## src/hw/rtl/upd_pkg.sv

```systemverilog
// shared types, character constants and hex digit helper for the url percent decoder
// no dependencies
`default_nettype none

package upd_pkg;

  localparam logic [7:0] CH_PLUS    = 8'h2B;
  localparam logic [7:0] CH_PERCENT = 8'h25;
  localparam logic [7:0] CH_SPACE   = 8'h20;
  localparam logic [7:0] CH_ZERO    = 8'h30;
  localparam logic [7:0] CH_NINE    = 8'h39;
  localparam logic [7:0] CH_UPPER_A = 8'h41;
  localparam logic [7:0] CH_UPPER_F = 8'h46;

  localparam int QUEUE_DEPTH = 4;
  localparam int QPTR_W      = $clog2(QUEUE_DEPTH);
  localparam int QCNT_W      = $clog2(QUEUE_DEPTH + 1);

  typedef struct packed {
    logic [7:0] in_byte;
    logic       in_last;
  } enc_item_t;

  typedef struct packed {
    logic [7:0] out_byte;
    logic       out_last;
  } dec_item_t;

  typedef enum logic [1:0] {
    PH_IDLE  = 2'd0,
    PH_PCT   = 2'd1,
    PH_DIGIT = 2'd2
  } phase_t;

  // results produced by one accepted transaction
  typedef struct packed {
    logic [1:0] count;
    dec_item_t  first;
    dec_item_t  second;
  } dec_result_t;

  typedef struct packed {
    logic       ok;
    logic [3:0] value;
  } hex_t;

  function automatic hex_t hex_value(input logic [7:0] c);
    hex_t h;
    logic [7:0] d;
    h = '0;
    d = '0;
    if (c >= CH_ZERO && c <= CH_NINE) begin
      d = c - CH_ZERO;
      h.ok = 1'b1;
      h.value = d[3:0];
    end else if (c >= CH_UPPER_A && c <= CH_UPPER_F) begin
      d = c - CH_UPPER_A + 8'd10;
      h.ok = 1'b1;
      h.value = d[3:0];
    end
    return h;
  endfunction

  function automatic logic [7:0] plain_byte(input logic [7:0] c);
    return (c == CH_PLUS) ? CH_SPACE : c;
  endfunction

endpackage

`default_nettype wire

```

## src/hw/rtl/upd_decode.sv

```systemverilog
// escape tracking state and per-byte decode logic
// depends on upd_pkg
`default_nettype none

module upd_decode (
  input  wire                    clk,
  input  wire                    rst,
  input  wire                    accept,
  input  wire upd_pkg::enc_item_t item,
  output upd_pkg::dec_result_t   result
);
  import upd_pkg::*;

  phase_t     phase, phase_next;
  logic [7:0] first_digit, first_digit_next;
  hex_t       hi, lo;

  always_ff @(posedge clk) begin
    if (rst) begin
      phase <= PH_IDLE;
      first_digit <= '0;
    end else if (accept) begin
      phase <= phase_next;
      first_digit <= first_digit_next;
    end
  end

  always_comb begin
    hi = hex_value(first_digit);
    lo = hex_value(item.in_byte);
    phase_next = PH_IDLE;
    first_digit_next = first_digit;
    result = '0;
    case (phase)
      PH_PCT: begin
        if (item.in_last) begin
          // escape cut short: raw percent then the byte as ordinary
          result.count = 2'd2;
          result.first.out_byte = CH_PERCENT;
          result.first.out_last = 1'b0;
          result.second.out_byte = plain_byte(item.in_byte);
          result.second.out_last = 1'b1;
        end else begin
          first_digit_next = item.in_byte;
          phase_next = PH_DIGIT;
        end
      end
      PH_DIGIT: begin
        result.count = 2'd1;
        result.first.out_last = item.in_last;
        if (!hi.ok) begin
          result.first.out_byte = 8'h00;
        end else if (!lo.ok) begin
          result.first.out_byte = {4'h0, hi.value};
        end else begin
          result.first.out_byte = {hi.value, lo.value};
        end
      end
      default: begin
        if (item.in_byte == CH_PERCENT && !item.in_last) begin
          phase_next = PH_PCT;
        end else begin
          result.count = 2'd1;
          result.first.out_byte = plain_byte(item.in_byte);
          result.first.out_last = item.in_last;
        end
      end
    endcase
  end

endmodule

`default_nettype wire

```

## src/hw/rtl/upd_queue.sv

```systemverilog
// small result queue: takes up to two results per cycle, gives one per cycle unless the output is stalled
// depends on upd_pkg
`default_nettype none

module upd_queue (
  input  wire                       clk,
  input  wire                       rst,
  input  wire                       push,
  input  wire upd_pkg::dec_result_t result,
  output logic                      room,
  output logic                      valid,
  input  wire                       stall,
  output upd_pkg::dec_item_t        item
);
  import upd_pkg::*;

  dec_item_t         mem [QUEUE_DEPTH];
  logic [QPTR_W-1:0] wr_ptr, rd_ptr, wr_ptr_1;
  logic [QCNT_W-1:0] count, count_next;
  logic [1:0]        n_push;
  logic              pop;

  assign n_push   = push ? result.count : 2'd0;
  assign pop      = valid && !stall;
  assign valid    = (count != '0);
  assign item     = mem[rd_ptr];
  assign wr_ptr_1 = wr_ptr + 1'b1;
  // room for the largest burst of one transaction
  assign room     = (count <= QCNT_W'(QUEUE_DEPTH - 2));

  always_comb begin
    count_next = count + QCNT_W'(n_push) - QCNT_W'(pop);
  end

  always_ff @(posedge clk) begin
    if (rst) begin
      wr_ptr <= '0;
      rd_ptr <= '0;
      count <= '0;
    end else begin
      wr_ptr <= wr_ptr + QPTR_W'(n_push);
      if (pop) begin
        rd_ptr <= rd_ptr + 1'b1;
      end
      count <= count_next;
    end
  end

  always_ff @(posedge clk) begin
    if (n_push != 2'd0) begin
      mem[wr_ptr] <= result.first;
    end
    if (n_push == 2'd2) begin
      mem[wr_ptr_1] <= result.second;
    end
  end

endmodule

`default_nettype wire

```

## src/hw/rtl/url_percent_decoder.sv

```systemverilog
// top level of the url percent decoder
// depends on upd_pkg, upd_decode and upd_queue
`default_nettype none

// Decodes a url-encoded byte stream, one encoded byte per transaction on the
// enc channel, into decoded bytes on the dec channel. '+' becomes a space,
// '%' with two following bytes of the same string becomes one byte from
// those hex digits (only 0-9 and A-F count; conversion stops at the first
// bad digit), and a '%' cut short by the end of the string is passed raw.
// The escape state is updated in the same cycle a byte is accepted, and its
// results go into a four-entry queue that feeds the dec channel directly.
// Rate: one encoded byte per clock while the queue has room for two results;
// a byte yields zero, one or two decoded bytes, and the dec channel gives at
// most one per clock, so sustained throughput is set by that single output
// port. enc_stall rises when the queue holds more than two results.
// Decoded results are written into the queue registers, which drive dec_valid.

module url_percent_decoder (
  input  wire                     clk,
  input  wire                     rst,
  input  wire                     enc_valid,
  output logic                    enc_stall,
  input  wire upd_pkg::enc_item_t enc_item,
  output logic                    dec_valid,
  input  wire                     dec_stall,
  output upd_pkg::dec_item_t      dec_item
);
  import upd_pkg::*;

  logic        accept;
  logic        room;
  dec_result_t result;

  // transaction accepted when the queue can take a full burst
  assign enc_stall = !room;
  assign accept    = enc_valid && room;

  // escape state machine and byte decode
  upd_decode u_decode (
    .clk    (clk),
    .rst    (rst),
    .accept (accept),
    .item   (enc_item),
    .result (result)
  );

  // result queue in front of the output channel
  upd_queue u_queue (
    .clk    (clk),
    .rst    (rst),
    .push   (accept),
    .result (result),
    .room   (room),
    .valid  (dec_valid),
    .stall  (dec_stall),
    .item   (dec_item)
  );

endmodule

`default_nettype wire

```

## config.mk

```make
export PLATFORM = sky130hd
export DESIGN_NAME = url_percent_decoder
export DESIGN_NICKNAME = d
export VERILOG_FILES = /design/src/hw/rtl/upd_pkg.sv /design/src/hw/rtl/upd_decode.sv /design/src/hw/rtl/upd_queue.sv /design/src/hw/rtl/url_percent_decoder.sv
export SDC_FILE = /design/constraint.sdc
export NUM_CORES = 1
export LEC_CHECK = 0
export ABC_AREA = 1
export ABC_CLOCK_PERIOD_IN_PS = 5900
export BUFFER_PORTS_ARGS = -buffer_cell sky130_fd_sc_hd__buf_2
export CORE_MARGIN = 4
export CORE_UTILIZATION = 55
export CTS_CLUSTER_SIZE = 8
export DETAILED_ROUTE_END_ITERATION = 8
export PLACE_DENSITY = 0.76
export SLEW_MARGIN = 15
export SYNTH_ARGS = -nofsm -noshare
export SYNTH_HDL_FRONTEND = slang
export SYNTH_HIERARCHICAL = 1
export SYNTH_SLANG_ARGS = --single-unit
```

## constraint.sdc

```tcl
create_clock -name clk -period 5.9 [get_ports clk]
set_input_delay 0.885 -clock clk [delete_from_list [all_inputs] [get_ports clk]]
set_output_delay 0.885 -clock clk [all_outputs]
set_load 0.03 [all_outputs]
```

==> results of run 1 <==
## power groups by stage
stage                     combinational (mW)  clock (mW)  sequential [mW]
after detailed placement               0.333           0            0.504
after global placement                 0.325           0            0.503
after CTS                              0.334       0.256            0.495
after floorplan                        0.265           0            0.484
final                                  0.331       0.250            0.494
after global routing                   0.373       0.272            0.501
## Yosys cell counts
cell      count  share of area [%]
nand2_4       6                2.0
clkbuf_1      2               0.22
nand2_1      88                9.6
or2_0         1               0.18
nor2_2        2               0.36
nor2_1       60                6.5
dfxtp_1      19                 11
o21bai_1      1               0.22
a211oi_1      8                1.7
nor3_1        4               0.58
edfxtp_1     36                 31
clkinv_1      1               0.11
ha_1         13                4.7
buf_6         4                1.3
nand2_2       4               0.73
nand3_1      16                2.3
o21ai_1       6               0.87
nand3_2       1               0.29
fa_1          1               0.58
o21ai_0      26                3.8
a21oi_1       9                1.3
inv_1        55                6.0
buf_4         1               0.22
o21ai_2      37                9.4
nor2_8        1               0.58
o22ai_1      12                2.2
buf_2         3               0.44
xor2_1        1               0.25
inv_2         4               0.44
nand4_1       2               0.36
nor3_2        1               0.29
## through the flow
step	instance area [um^2]	util [%]	setup slack, ps
2_1_floorplan	3440	-	2860
6_report	3700	61.7	2780
3_5_place_dp	3590	59.9	2330
5_1_grt	3700	61.7	2530
3_3_place_gp	3590	59.9	2320
4_1_cts	3700	61.7	2640
## worst register-to-register path, stage by stage (launching register included)
cell	delay [ps]
dfxtp_1	380
inv_1	60
ha_1	380
o21ai_0	650
o21ai_0	320
o21ai_1	790
## cell families (layout without fill, tap and decap cells)
logic type,Yosys count,after routing,share of synthesized area [%]
and+or+nand+nor,186,186,23.8
AOI/OAI and AO/OA,99,99,19.5
xor gates and xnor gates,1,1,0.254
adders and majority gates,14,14,5.30
buffers and inverters,70,92,8.72
DFF,55,55,42.4
## flip-flops by register name, summed over array words and instances (netlist names), named ones only
| register | count |
|---|---|
| u_decode/first_digit | 8 |
| u_decode/phase | 2 |
| u_queue/mem | 36 |
| u_queue/count | 3 |
| u_queue/wr_ptr | 2 |
| u_queue/rd_ptr | 2 |
## final cells by class
cell class,instances,area share (%)
clock buffer,6,1.96
timing repair buffer,24,3.32
inverter,60,6.09
tap,75,2.54
clock inverter,2,1.02
sequential,55,39.5
multi-input combinational,300,45.5
## cell usage in the layout, fill, tap and decap left out
| cell type | instances |
|---|---|
| buf_2 | 23 |
| nand2_2 | 4 |
| o21bai_1 | 1 |
| clkinv_1 | 1 |
| o21ai_1 | 8 |
| nor2_2 | 2 |
| clkbuf_8 | 5 |
| or2_0 | 1 |
| buf_4 | 1 |
| o21ai_0 | 24 |
| nand3_1 | 16 |
| nor2_1 | 60 |
| nor3_1 | 4 |
| fa_1 | 1 |
| dfxtp_1 | 19 |
| edfxtp_1 | 36 |
| nand3_2 | 1 |
| nor2_8 | 1 |
| inv_1 | 55 |
| o21ai_2 | 37 |
| nand4_1 | 2 |
| o22ai_1 | 12 |
| nor3_2 | 1 |
| clkbuf_1 | 1 |
| xor2_1 | 1 |
| a21oi_1 | 9 |
| nand2_4 | 6 |
| inv_2 | 4 |
| ha_1 | 13 |
| bufinv_16 | 1 |
| a211oi_1 | 8 |
| nand2_1 | 88 |
| clkinvlp_4 | 1 |
## routing by layer
metal	wire (um)	GRT usage (%)	vias up
met5	0	0	-
met4	70	5.58	0
met3	290	3.22	5
met2	3240	33.1	70
met1	3360	27.0	1258
li1	-	-	1453
## worst max path at each step
stage               slack (ps)                end
floorplan                 2860  u_queue/mem[0][0]
global placement          2320  u_queue/mem[1][7]
detailed placement        2330  u_queue/mem[0][7]
CTS                       2640  u_queue/mem[0][3]
global route              2530  u_queue/mem[1][8]
finish                    2780  u_queue/mem[3][1]
==> impl_metrics.csv, run 1 <==
group,metric,value,unit
clock_tree,postCtsSetupRepairBufs,0,
setup_path,cp.depth,11,
place,port_buffers,23,
setup_path,cp_cell_sequence,"buf_2 > inv_1 > ha_1 > inv_1 > nor2_1 > nand2_1 > nand2_1 > o21ai_0 > nor2_8 > nand2_4 > o21ai_1",
sta,rsz0062_at_grt,"no",
floorplanning,die_w,87.1,um
layout,final_layout_size_suffix_gt1_share,19.5,%
synth,syn-instance-count,425,
sta,timing.fmax,0.321,GHz
setup_path,cp_num_buf_inv,3,
place,placed_cells,514,
clock_tree,cts_inserted_buffers,5,
global_routing,grt_pass1_wl,11900,um
setup_path,criticalPathCategory,"in -> reg",
synth,synth.distinct_cells,31,
hold_path,hold_path.class,"reg -> reg",
global_routing,grt_pass1_vias,2531,
floorplanning,start_util,57.5,%
synth,synth_area,3440,um^2
sta,tightestPinTransition,926,ps
routing,drc_errors,0,
sta,setup_viol,0,
sta,period_needed,3120,ps
routing,routed_wl,6960,um
clock_tree,numClockSinks,55,
sta,timing.final.hold_violations,0,
synth,synth.avg_cell_area,8.10,um^2
setup_path,critPathTopFamily,"compound AO/OA/AOI/OAI gates",
hold_path,hp-start,"u_decode/phase[0]",
clock_tree,postCtsHoldBufs,0,
floorplanning,core,5990,um^2
layout,fin_cells,522,
power,peakVddDrop,0.152,mV
place,gp_congestion,0.868,
global_routing,antenna_found_initial,0,
floorplanning,dieArea,7590,um^2
power,p_leak,1.66,nW
routing,drtPass1Iterations,4,
global_routing,grt-ovfl-total,0,
global_routing,grt_max_degree,20,
power,p_sw_share,36.1,%
layout,seqCellArea,1460,um^2
routing,vias,2786,
layout,multi_input_area,1680,um^2
clock_tree,post_cts_resized,0,
synth,yosysWarnings,6,
power,fin_total_pwr,1.08,mW
power,p_comb_share,30.8,%
setup_path,r2r_cells,5,
setup_path,reg2reg_slack,2960,ps
clock_tree,h-tree-depth,2,
setup_path,cp_data_arrival_time,3050,ps
synth,ys_ff_latch,55,
setup_path,worstReg2RegStart,"u_decode/phase[0]",
setup_path,max_stage_delay,550,ps
setup_path,timing.rr.end,"u_queue/mem[3][1]",
layout,n_antenna_cell,0,
setup_path,cp_max_fo,19,
setup_path,end_kind,"flop",
sta,fin_skew,6.61,ps
layout,syn2layout_area_growth,7.30,%
setup_path,start_kind,"input pin",
hold_path,hold_end,"u_decode/phase[0]",
clock_tree,cts_tree,"yes",
synth,syn_nets,452,
power,power.internal,687,uW
power,p_per_area,291,nW/um^2
power,p_seq_share,46.0,%
sta,relSlewSlack,37.8,%
synth,ys_seq_area_share,42.4,%
sta,fin_setup_tns,0,ps
clock_tree,clk_pin_slew,100,ps
power,clockPowerShare,23.2,%
clock_tree,clockRootBuffer,"clkbuf_8",
clock_tree,cts_buffer_depth,2,
job,drv_cap,0,
floorplanning,dieHeight,87.1,um
layout,n_fill_cell,541,
routing,drt_iter0_drc,183,
routing,vias_per_cell,5.34,
clock_tree,insertion_delay,310,ps
sta,timing.hold.ws,506,ps
hold_path,holdPathStages,2,
global_routing,track_usage,19.9,%
sta,period_share,52.8,%
layout,final_nets,473,
routing,ant_nets,0,
place,place_hpwl,5290,um
setup_path,critPathSlowestCell,"o21ai_1",
power,power.switching,389,uW
floorplanning,row_count,28,
sta,finalMaxSlewViolations,0,
routing,wl_per_cell,13.3,um
floorplanning,ios,24,
setup_path,startpoint,"enc_item[2]",
setup_path,cp.required,5840,ps
status,status,"complete, no violations",
Power figures use the tool's default switching activity.
==> run 2: changes to the inputs <==
--- a/config.mk
+++ b/config.mk
@@ -6,13 +6,13 @@
 export NUM_CORES = 1
 export LEC_CHECK = 0
 export ABC_AREA = 1
-export ABC_CLOCK_PERIOD_IN_PS = 5900
+export ABC_CLOCK_PERIOD_IN_PS = 2600
 export BUFFER_PORTS_ARGS = -buffer_cell sky130_fd_sc_hd__buf_2
 export CORE_MARGIN = 4
 export CORE_UTILIZATION = 55
 export CTS_CLUSTER_SIZE = 8
 export DETAILED_ROUTE_END_ITERATION = 8
-export PLACE_DENSITY = 0.76
+export PLACE_DENSITY = 0.79
 export SLEW_MARGIN = 15
 export SYNTH_ARGS = -nofsm -noshare
 export SYNTH_HDL_FRONTEND = slang
==> constraint.sdc (replaced) <==
create_clock -name clk -period 2.6 [get_ports clk]
set_input_delay 0.39 -clock clk [delete_from_list [all_inputs] [get_ports clk]]
set_output_delay 0.39 -clock clk [all_outputs]
set_load 0.03 [all_outputs]
==> impl_metrics.csv, run 2 (synthesis gave the netlist of run 1 again) <==
group,metric,value,unit
clock_tree,insertion_delay,310,ps
routing,drt_iter0_drc,137,
layout,stdcell_area,3780,um^2
floorplanning,start_util,57.5,%
layout,top_regs,"u_queue/mem (36), u_decode/first_digit (8), u_queue/count (3)",
sta,fin_skew,5.54,ps
global_routing,grt_pass1_vias,2849,
place,place_hpwl,5650,um
clock_tree,post_cts_resized,0,
clock_tree,cts_tree,"yes",
layout,final_common_cell,"nand2_1",
place,placedInstanceArea,3690,um^2
job,drv_cap,0,
sta,final.setup.worst_slack,286,ps
setup_path,timing.rr.end,"u_queue/mem[3][1]",
power,p_leak,1.72,nW
status,status,"complete, no violations",
clock_tree,postCtsSetupRepairBufs,0,
setup_path,critPathSlowestCell,"o21ai_1",
global_routing,grt_pass1_wl,12800,um
sta,timing.hold.ws,417,ps
routing,wl_per_cell,13.8,um
hold_path,hold_end,"u_decode/first_digit[7]",
sta,tightestPinTransition,929,ps
power,fin_total_pwr,2.39,mW
routing,routed_wl,7400,um
power,p_comb_share,33.9,%
clock_tree,h-tree-depth,2,
setup_path,cp_cell_sequence,"inv_1 > ha_1 > o21ai_1 > o21ai_0 > o21ai_1",
setup_path,worstReg2RegStart,"u_decode/phase[0]",
sta,setup_viol,0,
global_routing,grt-ovfl-total,0,
sta,timing.final.hold_violations,0,
routing,drtPass1Iterations,7,
layout,final_nets,487,
hold_path,holdPathStages,3,
power,p_per_area,632,nW/um^2
layout,regMostFlops,"u_queue/mem",
sta,finalMaxSlewViolations,0,
global_routing,grt_max_degree,19,
setup_path,r2r_cells,5,
setup_path,end_kind,"flop",
layout,most-common-layout-cells,"nand2_1 (88), nor2_1 (60), inv_1 (55)",
power,peakVddDrop,0.372,mV
setup_path,max_stage_delay,780,ps
clock_tree,cts_buffer_depth,2,
setup_path,cp.required,2540,ps
routing,drc_errors,0,
place,pre_cts_slack,47.5,ps
power,clockPowerShare,20.1,%
sta,period_needed,2310,ps
routing,vias,2906,
power,power.internal,1.48,mW
setup_path,start_kind,"flop",
floorplanning,dieHeight,87.1,um
sta,period_share,89.0,%
global_routing,antenna_found_initial,0,
hold_path,hp-start,"enc_item[8]",
hold_path,hold_path.class,"in -> reg",
sta,fin_setup_tns,0,ps
setup_path,cp_max_fo,9,
place,placed_cells,528,
floorplanning,ios,24,
place,gp_congestion,0.868,
power,p_sw_share,37.9,%
layout,syn2layout_area_growth,9.81,%
layout,final_layout_size_suffix_gt1_share,22.1,%
power,p_seq_share,46.0,%
clock_tree,clockRootBuffer,"clkbuf_8",
setup_path,crit_top_cell,"o21ai_1",
routing,ant_nets,0,
sta,relSlewSlack,37.6,%
clock_tree,clk_pin_slew,100,ps
routing,vias_per_cell,5.42,
floorplanning,row_count,28,
place,port_buffers,23,
clock_tree,numClockSinks,55,
setup_path,cp_num_buf_inv,1,
setup_path,cp_data_arrival_time,2250,ps
floorplanning,die_w,87.1,um
power,power.switching,906,uW
setup_path,critPathTopFamily,"compound AO/OA/AOI/OAI gates",
floorplanning,dieArea,7590,um^2
sta,timing.fmax,0.432,GHz
layout,largest_register_ffs,36,
setup_path,criticalPathCategory,"reg -> reg",
clock_tree,postCtsHoldBufs,0,
sta,rsz0062_at_grt,"no",
global_routing,track_usage,21.4,%
layout,n_antenna_cell,0,
layout,final_core_utilization,63.1,%
clock_tree,cts_inserted_buffers,5,
layout,fin_cells,536,
floorplanning,core,5990,um^2
setup_path,reg2reg_slack,290,ps
==> run 2: changes by cell type in the layout (fill, tap and decap cells not counted), sizes merged <==
cell | before | now
inv | 59 | 60
clkbuf | 6 | 5
bufinv | 1 | 0
buf | 24 | 38
clkinv | 1 | 3
clkinvlp | 1 | 0
==> run 2: worst register-to-register path, delay by kind of cell, from the launching register on <==
family | cells | cell delay [ps]
AO/OA/AOI/OAI | 3 | 1180
flip-flops | 1 | 380
adder cells (fa/ha/maj) | 1 | 330
buffers and inverters | 1 | 60
==> run 2: area by class of cell <==
| cell class | count | area (um^2) |
|---|---|---|
| clock buffers | 5 | 68.8 |
| clock inverters | 3 | 22.5 |
| fillers | 534 | 2210 |
| inverters | 60 | 225 |
| multi-input cells | 300 | 1680 |
| flip-flops and latches | 55 | 1460 |
| well taps | 75 | 93.8 |
| repair buffers | 38 | 228 |
==> run 2: layer usage <==
layer	global-route usage, %	vias up	part of all wire (%)
met1	25.0	1345	41
met4	6.28	0	0.81
met3	3.50	8	4.7
met5	0	-	0
met2	40.0	70	54
li1	-	1483	-
==> run 2: how the worst max path moves through the flow <==
stage,end,slack [ps],start,depth (start not counted)
floorplan,u_queue/mem[0][0],50,u_decode/phase[0],7
global placement,u_queue/mem[3][5],170,enc_item[2],12
detailed placement,u_queue/mem[3][8],50,enc_item[2],10
CTS,u_queue/mem[3][1],260,u_decode/phase[0],5
global route,u_queue/mem[3][1],70,u_decode/phase[0],6
finish,u_queue/mem[3][1],290,u_decode/phase[0],5
==> run 2: power by group through the flow <==
stage	Clock (mW)	Sequential [mW]	Combinational [mW]
6_report	0.480	1.10	0.811
5_1_grt	0.534	1.11	0.902
4_1_cts	0.492	1.10	0.819
3_5_place_dp	0	1.12	0.818
3_3_place_gp	0	1.11	0.785
2_1_floorplan	0	1.10	0.601
==> run 3: changes to the inputs <==
--- a/config.mk
+++ b/config.mk
@@ -9,12 +9,11 @@
 export ABC_CLOCK_PERIOD_IN_PS = 2600
 export BUFFER_PORTS_ARGS = -buffer_cell sky130_fd_sc_hd__buf_2
 export CORE_MARGIN = 4
-export CORE_UTILIZATION = 55
+export CORE_UTILIZATION = 54
 export CTS_CLUSTER_SIZE = 8
 export DETAILED_ROUTE_END_ITERATION = 8
-export PLACE_DENSITY = 0.79
+export PLACE_DENSITY = 0.78
 export SLEW_MARGIN = 15
 export SYNTH_ARGS = -nofsm -noshare
 export SYNTH_HDL_FRONTEND = slang
-export SYNTH_HIERARCHICAL = 1
 export SYNTH_SLANG_ARGS = --single-unit
==> impl_metrics.csv, run 3 <==
group,metric,value,unit
routing,drc_errors,0,
setup_path,crit_top_cell,"inv_1",
synth,async_flop_share,0,%
clock_tree,clk_pin_slew,90,ps
sta,timing.fmax,0.434,GHz
global_routing,use_met1,27.8,%
sta,period_needed,2300,ps
global_routing,grt_max_degree,20,
routing,drt_iter0_drc,243,
global_routing,use_met3,2.31,%
place,port_buffers,23,
floorplanning,row_count,28,
routing,drtPass1Iterations,5,
place,gp_congestion,0.980,
synth,synth_flop_cell,"edfxtp_1",
sta,timing.final.hold_violations,0,
power,fin_total_pwr,2.53,mW
layout,regMostFlops,"u_queue.mem",
layout,top_regs,"u_queue.mem (36), u_decode.first_digit (8), u_queue.count (3)",
setup_path,max_stage_delay,430,ps
global_routing,use_met2,34.8,%
sta,period_share,88.5,%
setup_path,critPathSlowestCell,"fa_1",
setup_path,r2r_cells,11,
clock_tree,cts_inserted_buffers,5,
synth,yosysWarnings,0,
setup_path,timing.rr.end,"u_queue.count[2]",
sta,finalMaxSlewViolations,0,
clock_tree,numClockSinks,55,
sta,relSlewSlack,64.1,%
power,p_leak,1.59,nW
synth,syn_nets,441,
layout,most-common-layout-cells,"nand2_1 (72), nor2_1 (70), nand3_1 (49)",
layout,largest_register_ffs,36,
clock_tree,postCtsSetupRepairBufs,0,
sta,fin_setup_tns,0,ps
synth,yosys-top-cells-area,"edfxtp_1 (33%), dfxtp_1 (12%), nand2_1 (8.2%)",
clock_tree,h-tree-depth,2,
floorplanning,die_w,86.2,um
floorplanning,core,5920,um^2
routing,vias_per_cell,5.37,
hold_path,hold_end,"u_queue.count[1]",
synth,synth.avg_cell_area,7.99,um^2
job,drv_cap,0,
floorplanning,start_util,55.7,%
clock_tree,postCtsHoldBufs,0,
synth,yosys.area.top_type_share,32.8,%
routing,ant_nets,0,
hold_path,holdPathStages,2,
synth,synth_top_area_cell,"edfxtp_1",
synth,synth_commonest_cells,"nand2_1 (72), nor2_1 (70), nand3_1 (49)",
layout,final_layout_size_suffix_gt1_share,13.2,%
global_routing,grt_pass1_vias,2574,
setup_path,end_kind,"flop",
setup_path,cp_num_buf_inv,4,
status,status,"complete, no violations",
sta,setup_viol,0,
global_routing,grt_pass1_wl,12200,um
layout,syn2layout_area_growth,8.31,%
synth,syn-instance-count,413,
layout,final_common_cell,"nand2_1",
setup_path,cp.required,2800,ps
routing,vias,2768,
layout,final_nets,467,
hold_path,hold_path.class,"in -> reg",
floorplanning,dieArea,7420,um^2
clock_tree,clockRootBuffer,"clkbuf_8",
setup_path,cp_data_arrival_time,2500,ps
global_routing,busiest_layer,"met2",
routing,wl_per_cell,14.0,um
place,place_hpwl,5700,um
hold_path,hp-start,"rst",
clock_tree,cts_buffer_depth,2,
global_routing,track_usage,20.4,%
setup_path,reg2reg_slack,300,ps
clock_tree,cts_tree,"yes",
clock_tree,insertion_delay,310,ps
setup_path,start_kind,"flop",
global_routing,antenna_found_initial,0,
sta,rsz0062_at_grt,"no",
floorplanning,dieHeight,86.2,um
layout,final_core_utilization,60.3,%
floorplanning,ios,24,
sta,fin_skew,12.9,ps
layout,n_antenna_cell,0,
synth,ys_ff_latch,55,
synth,yosysMostFrequentCell,"nand2_1",
synth,synth_enable_flop_cells,36,
setup_path,cp_max_fo,7,
routing,routed_wl,7220,um
synth,ys_seq_area_share,44.3,%
clock_tree,post_cts_resized,0,
synth,synth_area,3300,um^2
global_routing,grt-ovfl-total,0,
power,p_per_area,708,nW/um^2
setup_path,worstReg2RegStart,"u_decode.phase[0]",
setup_path,critPathTopFamily,"adder cells",
setup_path,criticalPathCategory,"reg -> reg",
power,peakVddDrop,0.355,mV
synth,synth.distinct_cells,36,
sta,tightestPinTransition,537,ps
setup_path,cp_cell_sequence,"inv_1 > ha_1 > nor2_4 > inv_2 > nor2_8 > inv_1 > ha_1 > fa_1 > xor2_1 > inv_1 > nor2_1",
-- run 3: kinds of logic (layout without fill, tap and decap cells) --
logic type,Yosys count,count (layout),synth area share [%]
flip-flops,55,55,44.3
buffers and inverters,59,86,7.40
adder cells (fa/ha/maj),15,15,5.92
AND/OR/NAND/NOR,208,208,29.4
AO/OA/AOI/OAI,71,71,11.7
XOR/XNOR,5,5,1.33
-- run 3: layout make-up --
cell class	instances	area, um^2
clock buffer	6	72.6
clock inverter	2	12.5
fill	517	2350
inverter	51	194
multi-input combinational	299	1590
sequential	55	1460
tap	75	93.8
timing repair buffer	27	145
-- run 3: worst max-delay path by stage --
| stage | slack [ps] | start | cells past startpoint | to |
|---|---|---|---|---|
| finish | 300 | u_decode.phase[0] | 11 | u_queue.count[2] |
| global route | 120 | u_decode.phase[0] | 11 | u_queue.count[2] |
| CTS | 290 | u_decode.phase[0] | 11 | u_queue.count[2] |
| detailed placement | 310 | enc_item[2] | 9 | u_queue.mem[2][7] |
| global placement | 350 | enc_item[2] | 14 | u_queue.count[2] |
| floorplan | 340 | u_decode.phase[0] | 12 | u_queue.count[2] |
-- run 3: worst register-to-register path, cell delays in order, from the launching register on --
cell and delay (ps):
dfxtp_1 370, inv_1 50, ha_1 350, nor2_4 140, inv_2 70, nor2_8 140
inv_1 90, ha_1 300, fa_1 430, xor2_1 170, inv_1 60, nor2_1 30
-- run 3: metrics by stage --
stage | worst slack [ps] | cell area (um^2) | std cells | hold WS [ps]
2_1_floorplan | 338 | 3300 | 413 | 436
3_3_place_gp | 354 | 3490 | 507 | 455
4_1_cts | 295 | 3570 | 515 | 348
6_report | 298 | 3570 | 515 | 353
3_5_place_dp | 309 | 3490 | 507 | 473
5_1_grt | 117 | 3570 | 515 | 345
-- run 3: routing by layer --
layer	share of wire (%)	up-vias
met5	0	-
met4	1.2	0
met3	4.2	8
met2	48	81
met1	46	1255
li1	-	1424
-- run 3: power by group --
group / switching [mW] / leakage [nW] / total (mW) / internal (mW)
sequential: 0.0555 / 0.485 / 1.13 / 1.07
clock: 0.280 / 0.0374 / 0.468 / 0.188
combinational: 0.652 / 1.07 / 0.935 / 0.283
